File: src/sv/dcpl_pkg.sv
`default_nettype none

package dcpl_pkg;

   // Universe store size, fixed by the 9-bit slot fields
   localparam int UNIVERSE_SIZE = 512;
   localparam int DMX_AW        = 9;

   // Request codes
   localparam logic [2:0] OP_WRITE_DESC  = 3'd0;
   localparam logic [2:0] OP_SET_COUNT   = 3'd1;
   localparam logic [2:0] OP_WRITE_BASE  = 3'd2;
   localparam logic [2:0] OP_WRITE_DMX   = 3'd3;
   localparam logic [2:0] OP_LOOKUP      = 3'd4;
   localparam logic [2:0] OP_DFLT_LOOKUP = 3'd5;

   // One stored channel descriptor
   typedef struct packed {
      logic [7:0] id;
      logic [2:0] sec;
      logic [7:0] span;
      logic [7:0] dflt;
   } desc_type;

   localparam int DESC_W = $bits(desc_type);

   typedef struct packed {
      logic [2:0] req_type;
      logic [1:0] personality;
      logic [4:0] entry_index;
      logic [7:0] chan_id;
      logic [2:0] section;
      logic [7:0] span;
      logic [7:0] default_value;
      logic [5:0] entry_count;
      logic [8:0] section_base;
      logic [8:0] dmx_address;
      logic [7:0] dmx_data;
   } req_data_type;

   typedef struct packed {
      logic       found;
      logic [7:0] level;
      logic [8:0] block_address;
      logic [7:0] block_span;
      logic [7:0] default_level;
      logic       address_overflow;
   } rsp_data_type;

endpackage

`default_nettype wire

File: src/sv/dcpl_seq.sv
`default_nettype none

// Request sequencer: small tables, descriptor walk, address build, result register
module dcpl_seq #(
   parameter int  MAX_ENTRIES   = 32,
   parameter int  PERSONALITIES = 4,
   parameter int  SECTIONS      = 8,
   localparam int DESC_DEPTH    = PERSONALITIES * MAX_ENTRIES,
   localparam int DESC_AW       = (DESC_DEPTH > 1) ? $clog2(DESC_DEPTH) : 1
) (
   input  wire logic                        clock,
   input  wire logic                        reset,
   input  wire logic                        req_valid,
   output logic                             req_ready,
   input  wire dcpl_pkg::req_data_type      req_data,
   output logic                             rsp_valid,
   input  wire logic                        rsp_ready,
   output dcpl_pkg::rsp_data_type           rsp_data,
   input  wire logic                        csr_wr_en,
   input  wire logic [1:0]                  csr_wr_data,
   output logic                             desc_wr_en,
   output logic [DESC_AW-1:0]               desc_wr_addr,
   output dcpl_pkg::desc_type               desc_wr_data,
   output logic                             desc_rd_en,
   output logic [DESC_AW-1:0]               desc_rd_addr,
   input  wire dcpl_pkg::desc_type          desc_rd_data,
   output logic                             dmx_wr_en,
   output logic [dcpl_pkg::DMX_AW-1:0]      dmx_wr_addr,
   output logic [7:0]                       dmx_wr_data,
   output logic                             dmx_rd_en,
   output logic [dcpl_pkg::DMX_AW-1:0]      dmx_rd_addr,
   input  wire logic [7:0]                  dmx_rd_data
);

   localparam int IDX_W      = (MAX_ENTRIES > 1) ? $clog2(MAX_ENTRIES) : 1;
   localparam int CNT_W      = $clog2(MAX_ENTRIES + 1);
   localparam int P_W        = (PERSONALITIES > 1) ? $clog2(PERSONALITIES) : 1;
   localparam int S_W        = (SECTIONS > 1) ? $clog2(SECTIONS) : 1;
   localparam int OFF_W      = 8 + $clog2(MAX_ENTRIES);
   localparam int SUM_W      = ((OFF_W > dcpl_pkg::DMX_AW) ? OFF_W : dcpl_pkg::DMX_AW) + 1;
   localparam int DW         = dcpl_pkg::DMX_AW;

   typedef enum logic [2:0] {
      ST_CLEAR,
      ST_IDLE,
      ST_SCAN,
      ST_ADDR,
      ST_LEVEL,
      ST_DONE
   } state_type;

   state_type              state_ff;
   logic [DW-1:0]          clr_ff;
   logic [1:0]             active_ff;
   logic [CNT_W-1:0]       count_ff [PERSONALITIES];
   logic [DW-1:0]          base_ff [SECTIONS];

   logic [7:0]             id_ff;
   logic [P_W-1:0]         pers_ff;
   logic                   dflt_only_ff;
   logic [CNT_W-1:0]       limit_ff;
   logic [CNT_W-1:0]       rd_idx_ff;
   logic                   pend_ff;
   logic [OFF_W-1:0]       acc_ff [SECTIONS];
   logic [S_W-1:0]         hit_sec_ff;
   logic [7:0]             hit_span_ff;
   logic [7:0]             hit_dflt_ff;
   logic [DW-1:0]          addr_ff;
   logic                   ovf_ff;
   dcpl_pkg::rsp_data_type res_ff;
   logic                   rsp_valid_ff;
   dcpl_pkg::rsp_data_type rsp_data_ff;

   logic                   accept;
   logic                   issue;
   logic                   desc_ok;
   logic [1:0]             lookup_pers;
   logic                   lookup_pers_ok;
   logic [SUM_W-1:0]       addr_sum;

   function automatic logic [DESC_AW-1:0] desc_addr(input logic [P_W-1:0] p,
                                                    input logic [IDX_W-1:0] i);
      desc_addr = DESC_AW'(p) * DESC_AW'(MAX_ENTRIES) + DESC_AW'(i);
   endfunction

   assign req_ready = (state_ff == ST_IDLE);
   assign accept    = req_valid && req_ready;
   assign rsp_valid = rsp_valid_ff;
   assign rsp_data  = rsp_data_ff;

   // Descriptor load port
   assign desc_ok = (req_data.personality < PERSONALITIES)
                 && (req_data.entry_index < MAX_ENTRIES)
                 && (req_data.section < SECTIONS);
   assign desc_wr_en   = accept && (req_data.req_type == dcpl_pkg::OP_WRITE_DESC) && desc_ok;
   assign desc_wr_addr = desc_addr(P_W'(req_data.personality), IDX_W'(req_data.entry_index));
   always_comb begin
      desc_wr_data      = '0;
      desc_wr_data.id   = req_data.chan_id;
      desc_wr_data.sec  = req_data.section;
      desc_wr_data.span = req_data.span;
      desc_wr_data.dflt = req_data.default_value;
   end

   // Walk: one descriptor read per cycle while entries remain
   assign issue        = (state_ff == ST_SCAN) && (rd_idx_ff < limit_ff);
   assign desc_rd_en   = issue;
   assign desc_rd_addr = desc_addr(pers_ff, IDX_W'(rd_idx_ff));

   // Universe store: zero sweep after reset, byte loads, one level read
   always_comb begin
      dmx_wr_en   = 1'b0;
      dmx_wr_addr = req_data.dmx_address;
      dmx_wr_data = req_data.dmx_data;
      if (state_ff == ST_CLEAR) begin
         dmx_wr_en   = 1'b1;
         dmx_wr_addr = clr_ff;
         dmx_wr_data = '0;
      end else if (accept && (req_data.req_type == dcpl_pkg::OP_WRITE_DMX)
                   && (req_data.dmx_address < dcpl_pkg::UNIVERSE_SIZE)) begin
         dmx_wr_en = 1'b1;
      end
   end

   assign addr_sum    = SUM_W'(base_ff[hit_sec_ff]) + SUM_W'(acc_ff[hit_sec_ff]);
   assign dmx_rd_en   = (state_ff == ST_ADDR);
   assign dmx_rd_addr = addr_sum[DW-1:0];

   // Personality searched by the accepted lookup
   assign lookup_pers    = (req_data.req_type == dcpl_pkg::OP_LOOKUP) ? active_ff
                                                                      : req_data.personality;
   assign lookup_pers_ok = (lookup_pers < PERSONALITIES);

   // Sequencer
   always_ff @(posedge clock) begin
      if (reset) begin
         state_ff     <= ST_CLEAR;
         clr_ff       <= '0;
         active_ff    <= '0;
         pend_ff      <= 1'b0;
         rsp_valid_ff <= 1'b0;
         for (int k = 0; k < PERSONALITIES; k++) begin
            count_ff[k] <= '0;
         end
         for (int k = 0; k < SECTIONS; k++) begin
            base_ff[k] <= '0;
         end
      end else begin
         if (csr_wr_en) begin
            active_ff <= csr_wr_data;
         end
         // response register: loaded from DONE, cleared once taken
         if ((state_ff == ST_DONE) && (!rsp_valid_ff || rsp_ready)) begin
            rsp_valid_ff <= 1'b1;
         end else if (rsp_valid_ff && rsp_ready) begin
            rsp_valid_ff <= 1'b0;
         end

         case (state_ff)
            ST_CLEAR: begin
               clr_ff <= clr_ff + 1'b1;
               if (clr_ff == DW'(dcpl_pkg::UNIVERSE_SIZE - 1)) begin
                  state_ff <= ST_IDLE;
               end
            end

            ST_IDLE: begin
               if (accept) begin
                  case (req_data.req_type)
                     dcpl_pkg::OP_SET_COUNT: begin
                        if (req_data.personality < PERSONALITIES) begin
                           count_ff[P_W'(req_data.personality)] <=
                              (req_data.entry_count > MAX_ENTRIES) ? CNT_W'(MAX_ENTRIES)
                                                                   : CNT_W'(req_data.entry_count);
                        end
                     end
                     dcpl_pkg::OP_WRITE_BASE: begin
                        if (req_data.section < SECTIONS) begin
                           base_ff[S_W'(req_data.section)] <= req_data.section_base;
                        end
                     end
                     dcpl_pkg::OP_LOOKUP, dcpl_pkg::OP_DFLT_LOOKUP: begin
                        id_ff        <= req_data.chan_id;
                        pers_ff      <= P_W'(lookup_pers);
                        dflt_only_ff <= (req_data.req_type == dcpl_pkg::OP_DFLT_LOOKUP);
                        limit_ff     <= lookup_pers_ok ? count_ff[P_W'(lookup_pers)] : '0;
                        rd_idx_ff    <= '0;
                        pend_ff      <= 1'b0;
                        for (int k = 0; k < SECTIONS; k++) begin
                           acc_ff[k] <= '0;
                        end
                        state_ff <= ST_SCAN;
                     end
                     default: begin
                        // descriptor and byte loads go straight to the memories
                     end
                  endcase
               end
            end

            ST_SCAN: begin
               if (issue) begin
                  rd_idx_ff <= rd_idx_ff + 1'b1;
               end
               pend_ff <= issue && !(pend_ff && (desc_rd_data.id == id_ff));
               if (pend_ff && (desc_rd_data.id == id_ff)) begin
                  // first match wins; a read still in flight is dropped
                  hit_sec_ff  <= S_W'(desc_rd_data.sec);
                  hit_span_ff <= desc_rd_data.span;
                  hit_dflt_ff <= desc_rd_data.dflt;
                  if (dflt_only_ff) begin
                     res_ff   <= '{found: 1'b1, level: 8'd0, block_address: 9'd0,
                                   block_span: 8'd0, default_level: desc_rd_data.dflt,
                                   address_overflow: 1'b0};
                     state_ff <= ST_DONE;
                  end else begin
                     state_ff <= ST_ADDR;
                  end
               end else if (pend_ff) begin
                  // earlier entry: add its span to its section's offset
                  for (int k = 0; k < SECTIONS; k++) begin
                     if (desc_rd_data.sec == 3'(k)) begin
                        acc_ff[k] <= acc_ff[k] + OFF_W'(desc_rd_data.span);
                     end
                  end
               end else if (!issue) begin
                  res_ff   <= '0;
                  state_ff <= ST_DONE;
               end
            end

            ST_ADDR: begin
               addr_ff  <= addr_sum[DW-1:0];
               ovf_ff   <= |addr_sum[SUM_W-1:DW];
               pend_ff  <= 1'b0;
               state_ff <= ST_LEVEL;
            end

            ST_LEVEL: begin
               res_ff   <= '{found: 1'b1, level: dmx_rd_data, block_address: addr_ff,
                             block_span: hit_span_ff, default_level: hit_dflt_ff,
                             address_overflow: ovf_ff};
               state_ff <= ST_DONE;
            end

            ST_DONE: begin
               if (!rsp_valid_ff || rsp_ready) begin
                  rsp_data_ff <= res_ff;
                  state_ff    <= ST_IDLE;
               end
            end

            default: begin
               state_ff <= ST_IDLE;
            end
         endcase
      end
   end

endmodule

`default_nettype wire

File: config.mk
export PLATFORM = sky130hd
export DESIGN_NAME = dcpl_seq
export DESIGN_NICKNAME = d
export VERILOG_FILES = /design/src/sv/dcpl_pkg.sv /design/src/sv/dcpl_seq.sv
export SDC_FILE = /design/constraint.sdc
export NUM_CORES = 1
export LEC_CHECK = 0
export BUFFER_PORTS_ARGS = -buffer_cell sky130_fd_sc_hd__buf_2
export CORE_MARGIN = 4
export CORE_UTILIZATION = 30
export DETAILED_ROUTE_END_ITERATION = 8
export SETUP_SLACK_MARGIN = 0.1
export SYNTH_ARGS = -nofsm -noshare
export SYNTH_HDL_FRONTEND = slang
export SYNTH_SLANG_ARGS = --single-unit
export TNS_END_PERCENT = 20
File: constraint.sdc
create_clock -name clock -period 11.6 [get_ports clock]
set_clock_uncertainty 0.05 [all_clocks]
set_input_delay 1.74 -clock clock [delete_from_list [all_inputs] [get_ports clock]]
set_output_delay 1.74 -clock clock [all_outputs]
set_load 0.03 [all_outputs]
-- Word level (Yosys, flattened, before mapping)
Memory sizes are Yosys's and may differ from the RTL's. A register that Yosys moved wholly into a read port is not among the register bits.
Cells that the tools add are included.
- muxes and demuxes: 110
- equal/unequal tests: 27
- bitwise operators: 9
- magnitude comparators: 2
- add/subtract/negate cells: 13
- reductions and logical operators: 30
- operators with widths (operator ; number):
    35-bit two-way mux ; 4
    13-bit by 8-bit adder with 13-bit output ; 8
    13-bit two-way mux ; 8
    1-bit two-way mux ; 73
    35-bit case mux with 2 select lines ; 1
    3-bit two-way mux ; 11
    6-bit two-way mux ; 5
    3-bit == test, second input constant ; 8
    3-bit by 2-bit == test with 1-bit output, second input constant ; 6
    9-bit two-way mux ; 2
    3-bit case mux with 6 select lines ; 1
    7-bit by 5-bit adder with 7-bit output ; 2
    9-bit by 13-bit adder with 14-bit output ; 1
    6-bit case mux with 2 select lines ; 1
    5-bit AND reduction ; 2
    9-bit by 1-bit adder with 9-bit output, second input constant ; 1
    3-bit by 1-bit == test with 1-bit output, second input constant ; 3
    9-bit == test, second input constant ; 1
    3-bit zero test ; 3
    3-bit AND reduction ; 3
    9-bit OR reduction ; 1
    8-bit == test ; 1
    1-bit logical AND ; 8
    8-bit two-way mux ; 1
    other kinds (21) ; 36
- memories kept: 3
- output and inout bits: 108
- word-level logic and storage cells: 220
- RAM bits: 200
- bits of input ports: 111
- register bits: 132
- memory list (name ; words ; width ; read ports ; clocked after Yosys merged registers in ; write ports ; line ; RTL):
    acc_ff ; 8 ; 13 ; 9 ; 1 ; 8 ; dcpl_seq.sv:64 ; logic [OFF_W-1:0] acc_ff [SECTIONS];
    base_ff ; 8 ; 9 ; 1 ; 1 ; 8 ; dcpl_seq.sv:56 ; logic [DW-1:0] base_ff [SECTIONS];
    count_ff ; 4 ; 6 ; 1 ; 1 ; 4 ; dcpl_seq.sv:55 ; logic [CNT_W-1:0] count_ff [PERSONALITIES];

-- Depth between registers and ports, before layout
- depth after elaboration: 8
- mapped depth: 14
- gate-level depth less buffers: 11

-- Worst setup path after synthesis
No wires, ideal clock.
- kind: in2reg
- start: input port desc_rd_data[24] (netlist name)
- end: register res_ff[0] (netlist name), enable pin
- arrival time: 8.118 ns
- buffers on the path: 0
- required time: 10.933 ns
- setup slack: 2.815 ns
- cell stages on the path: 5
- library setup time: 0.617 ns
- cell sequence: xor2_1 -> nor4_1 -> nand4_1 -> o211a_1 -> a2111oi_0
- longest elaborated chain between the ends: 4
- elaborated cells on any way between the ends: 6
- those cells by class: 4 x eq/ne; 2 x reduce/logical
- ends and longest elaborated chain (item ; line ; RTL):
    from (decl) ; dcpl_seq.sv:26 ; input wire dcpl_pkg::desc_type desc_rd_data,
    8-bit == test (*) ; dcpl_seq.sv:206 ; if (pend_ff && (desc_rd_data.id == id_ff)) begin
    1-bit logical AND (*) ; dcpl_seq.sv:206 ;
    3-bit != test (no source line) or 3-bit by 2-bit != test with 1-bit output (tied branches) ; - ;
    5-bit AND reduction (no source line) (*) ; - ;
    to (signal assigned) ; dcpl_seq.sv:212 ; res_ff <= '{found: 1'b1, level: 8'd0, block_address: 9'd0,
    to (signal assigned) ; dcpl_seq.sv:240 ; res_ff <= '{found: 1'b1, level: dmx_rd_data, block_address: addr_ff,
    to (decl) ; dcpl_seq.sv:70 ; dcpl_pkg::rsp_data_type res_ff;
Every way passes the cells marked *; elsewhere a longest branch is shown, timed or not.
A chain may end at the register's enable or synchronous reset.

==> qor.json <==
{
  "cts.sink_count": {"value": 341},
  "htree_levels": {"value": 2},
  "via_count": {"value": 12300},
  "crit_arrival": {"value": 4.48, "unit": "ns"},
  "synth.yosys.warnings": {"value": 0},
  "detail_route.drc_violations": {"value": 0},
  "number_of_flip_flops_and_latches_in_the_synthesized_netlist": {"value": 341},
  "timing_max_transition_violations_final": {"value": 0},
  "cts-resized-gates": {"value": 0},
  "antenna_found_initial": {"value": 7},
  "grt_max_degree": {"value": 42},
  "clkTransAtPathRegs": {"value": 0.06, "unit": "ns"},
  "clk_latency": {"value": 0.55, "unit": "ns"},
  "setup_repair_after_global_routing_missed_its_margin": {"value": "no"},
  "leak": {"value": 8.32, "unit": "nW"},
  "die_width": {"value": 255, "unit": "um"},
  "use_met1": {"value": 20.0, "unit": "%"},
  "setup.worst_path.end_class": {"value": "primary output"},
  "grt-busiest-layer": {"value": "met2"},
  "top_level_ports": {"value": 219},
  "regToRegSetupSlack": {"value": 7.31, "unit": "ns"},
  "hold_slack": {"value": 0.369, "unit": "ns"},
  "grt_pass1_wl": {"value": 72.2, "unit": "mm"},
  "final.min_clock_period": {"value": 6.27, "unit": "ns"},
  "clock_tree.buffer_depth": {"value": 3},
  "starting_density_of_the_core": {"value": 30.3, "unit": "%"},
  "critical_path.reg2reg.endpoint": {"value": "ovf_ff"},
  "synth_flop_cell": {"value": "sky130_fd_sc_hd__edfxtp_1"},
  "number_of_input_and_output_port_buffers_inserted": {"value": 176},
  "cts_post_setup_buffers_inserted": {"value": 0},
  "ant_nets": {"value": 0},
  "share_of_synthesized_flip_flops_with_an_asynchronous_set_or_reset": {"value": 0, "unit": "%"},
  "die_extent_in_y": {"value": 255, "unit": "um"},
  "synth.cell_area": {"value": 18300, "unit": "um^2"},
  "worst_ep_required_time": {"value": 9.81, "unit": "ns"},
  "maxCapViolCount": {"value": 0},
  "grt-ovfl-total": {"value": 0},
  "count_of_flip_flops_with_a_built_in_enable_after_synthesis": {"value": 322},
  "outcome": {"value": "complete, no violations"},
  "netlist_instances": {"value": 1516},
  "clock_tree_from_tritoncts": {"value": "done"},
  "dp_hpwl": {"value": 34.8, "unit": "mm"},
  "cp_slowest_stage_delay": {"value": 0.62, "unit": "ns"},
  "groute.layer.met2.usage": {"value": 23.4, "unit": "%"},
  "powerDensity": {"value": 128, "unit": "nW/um^2"},
  "max-slew-margin-rel": {"value": 19.7, "unit": "%"},
  "total_power": {"value": 2.68, "unit": "mW"},
  "syn-num-nets": {"value": 1717},
  "vias_per_cell": {"value": 4.97},
  "layout.cells.most_common_list": {"value": "sky130_fd_sc_hd__edfxtp_1, sky130_fd_sc_hd__buf_2, sky130_fd_sc_hd__nor2_1"},
  "groute.layer.met3.usage": {"value": 2.18, "unit": "%"},
  "r2r.worst_path.cells": {"value": 12},
  "critPathCapture": {"value": "dmx_rd_addr[8]"},
  "vias_in_the_first_global_route": {"value": 12000},
  "die_area": {"value": 65100, "unit": "um^2"},
  "core": {"value": 60400, "unit": "um^2"},
  "route.detailed.wl_per_inst": {"value": 19.3, "unit": "um"},
  "hold_path.class": {"value": "reg2reg"},
  "hold_buffers": {"value": 0},
  "final_layout_size_suffix_gt1_share": {"value": 20.0, "unit": "%"},
  "finalCritPeriodShare": {"value": 54.1, "unit": "%"},
  "fp-row-count": {"value": 90},
  "root_buffer": {"value": "sky130_fd_sc_hd__clkbuf_16"},
  "cpMaxStageDelayCell": {"value": "sky130_fd_sc_hd__buf_4"},
  "setup.worst_path.class": {"value": "reg2out"},
  "critPathLaunchType": {"value": "flop"},
  "setup-violations-final": {"value": 0},
  "ys_types": {"value": 73},
  "post_dp_cell_area": {"value": 19800, "unit": "um^2"},
  "post-route-cell-area": {"value": 21000, "unit": "um^2"},
  "drt-initial-drc-count": {"value": 871},
  "path_max_fanout": {"value": 39},
  "tritoncts.num_buffers": {"value": 39},
  "gp_congestion": {"value": 0.895},
  "layout.cells.most_common": {"value": "sky130_fd_sc_hd__edfxtp_1"},
  "crit_chain": {"value": "buf_4 > mux4_2 > mux2_2 > ha_1 > inv_1 > fa_1 > nor2b_1 > o31a_1 > o221a_2 > o21a_1 > nor2_1 > xnor2_1 > buf_2"},
  "drt_wl_total": {"value": 47.9, "unit": "mm"},
  "max_slew.worst_pin.slew": {"value": 1.18, "unit": "ns"},
  "area.growth.synth_to_final": {"value": 14.8, "unit": "%"},
  "power.ir.vdd_worst": {"value": 0.0000935, "unit": "V"},
  "final-hold-violation-count": {"value": 0},
  "grtUsageTotal": {"value": 14.4, "unit": "%"},
  "fin_tns_setup": {"value": 0, "unit": "ns"},
  "fin_nets": {"value": 1866},
  "synth_sequential_area_ratio": {"value": 54.9, "unit": "%"},
  "dr.pass1.iters": {"value": 5},
  "syn_area_per_cell": {"value": 12.1, "unit": "um^2"},
  "fmax": {"value": 159, "unit": "MHz"}
}
-- sequential cells by signal (all words and copies together) (netlist names), 6 cells and up, named ones only --
name,cells
acc_ff,104
base_ff,72
res_ff,35
rsp_data,35
count_ff,24
addr_ff,9
clr_ff,9
hit_dflt_ff,8
hit_span_ff,8
id_ff,8
limit_ff,6
rd_idx_ff,6
-- where the power goes --
group	leakage [nW]	internal (mW)	total (mW)	switching [mW]
logic	4.34	0.0484	0.135	0.0865
registers	3.38	1.35	1.35	0.00462
clock network	0.596	0.689	1.19	0.504
-- layer usage --
metal  wire length [um]  vias up  part of all wire, %
met1              21600     6053                   45
met2              22400      369                   47
met3               2740       67                  5.7
li1                   -     5843                    -
met5                  0        -                    0
met4               1200        0                  2.5
-- cell usage after synthesis (40+ instances only) --
cell / instances / share of area [%]
sky130_fd_sc_hd__edfxtp_1: 322 / 53
sky130_fd_sc_hd__nor2_1: 141 / 2.9
sky130_fd_sc_hd__nand2_1: 115 / 2.4
sky130_fd_sc_hd__and2_1: 89 / 3.0
sky130_fd_sc_hd__ha_1: 81 / 5.5
sky130_fd_sc_hd__a21oi_1: 64 / 1.7
sky130_fd_sc_hd__xor2_1: 58 / 2.8
sky130_fd_sc_hd__o21ai_0: 57 / 1.6
sky130_fd_sc_hd__and3_1: 53 / 1.8
sky130_fd_sc_hd__inv_1: 48 / 0.98
sky130_fd_sc_hd__buf_4: 40 / 1.6
-- metrics by stage --
stage / util, % / setup WS [ns] / instances
2_1_floorplan: - / 2.82 / 1516
3_3_place_gp: 32.8 / 5.99 / 2406
3_5_place_dp: 32.8 / 5.91 / 2406
4_1_cts: 34.8 / 5.25 / 2476
5_1_grt: 34.8 / 5.01 / 2477
6_report: 34.8 / 5.33 / 2480
-- worst min-delay path by stage --
stage / start / to / depth (start not counted)
floorplan: res_ff[0] / rsp_data[0] / 0
global placement: res_ff[30] / rsp_data[30] / 0
detailed placement: res_ff[2] / rsp_data[2] / 0
CTS: res_ff[14] / rsp_data[14] / 0
global route: res_ff[5] / rsp_data[5] / 0
finish: res_ff[26] / rsp_data[26] / 0
-- critical path, delay by kind of cell (launching register included) --
family	cells	cell delay [ns]
simple gates	2	0.19
buf+inv	3	0.96
flops	1	0.48
fa+ha+maj	2	0.43
xor+xnor	1	0.20
mux	2	0.89
compound gates	3	0.73
-- cells by family (layout without fill, tap and decap cells) --
kind of cell	after synthesis	after routing	share of synthesized area (%)
muxes	73	73	6.89
DFF	341	341	54.9
adders and majority gates	90	90	6.52
AOI/OAI and AO/OA	194	194	6.50
xor gates and xnor gates	85	85	4.06
buffers and inverters	130	308	3.69
and+or+nand+nor	603	603	17.5
other	0	4	0
-- layout make-up --
| type | count | area [um^2] |
|---|---|---|
| Timing Repair Buffer | 188 | 971 |
| Multi-Input combinational cell | 1045 | 7610 |
| Clock buffer | 47 | 1010 |
| Fill cell | 5913 | 39300 |
| Inverter | 50 | 188 |
| Antenna cell | 4 | 10.0 |
| Tap cell | 782 | 978 |
| Clock inverter | 23 | 204 |
| Sequential cell | 341 | 10100 |
Power figures use the tool's default switching activity.
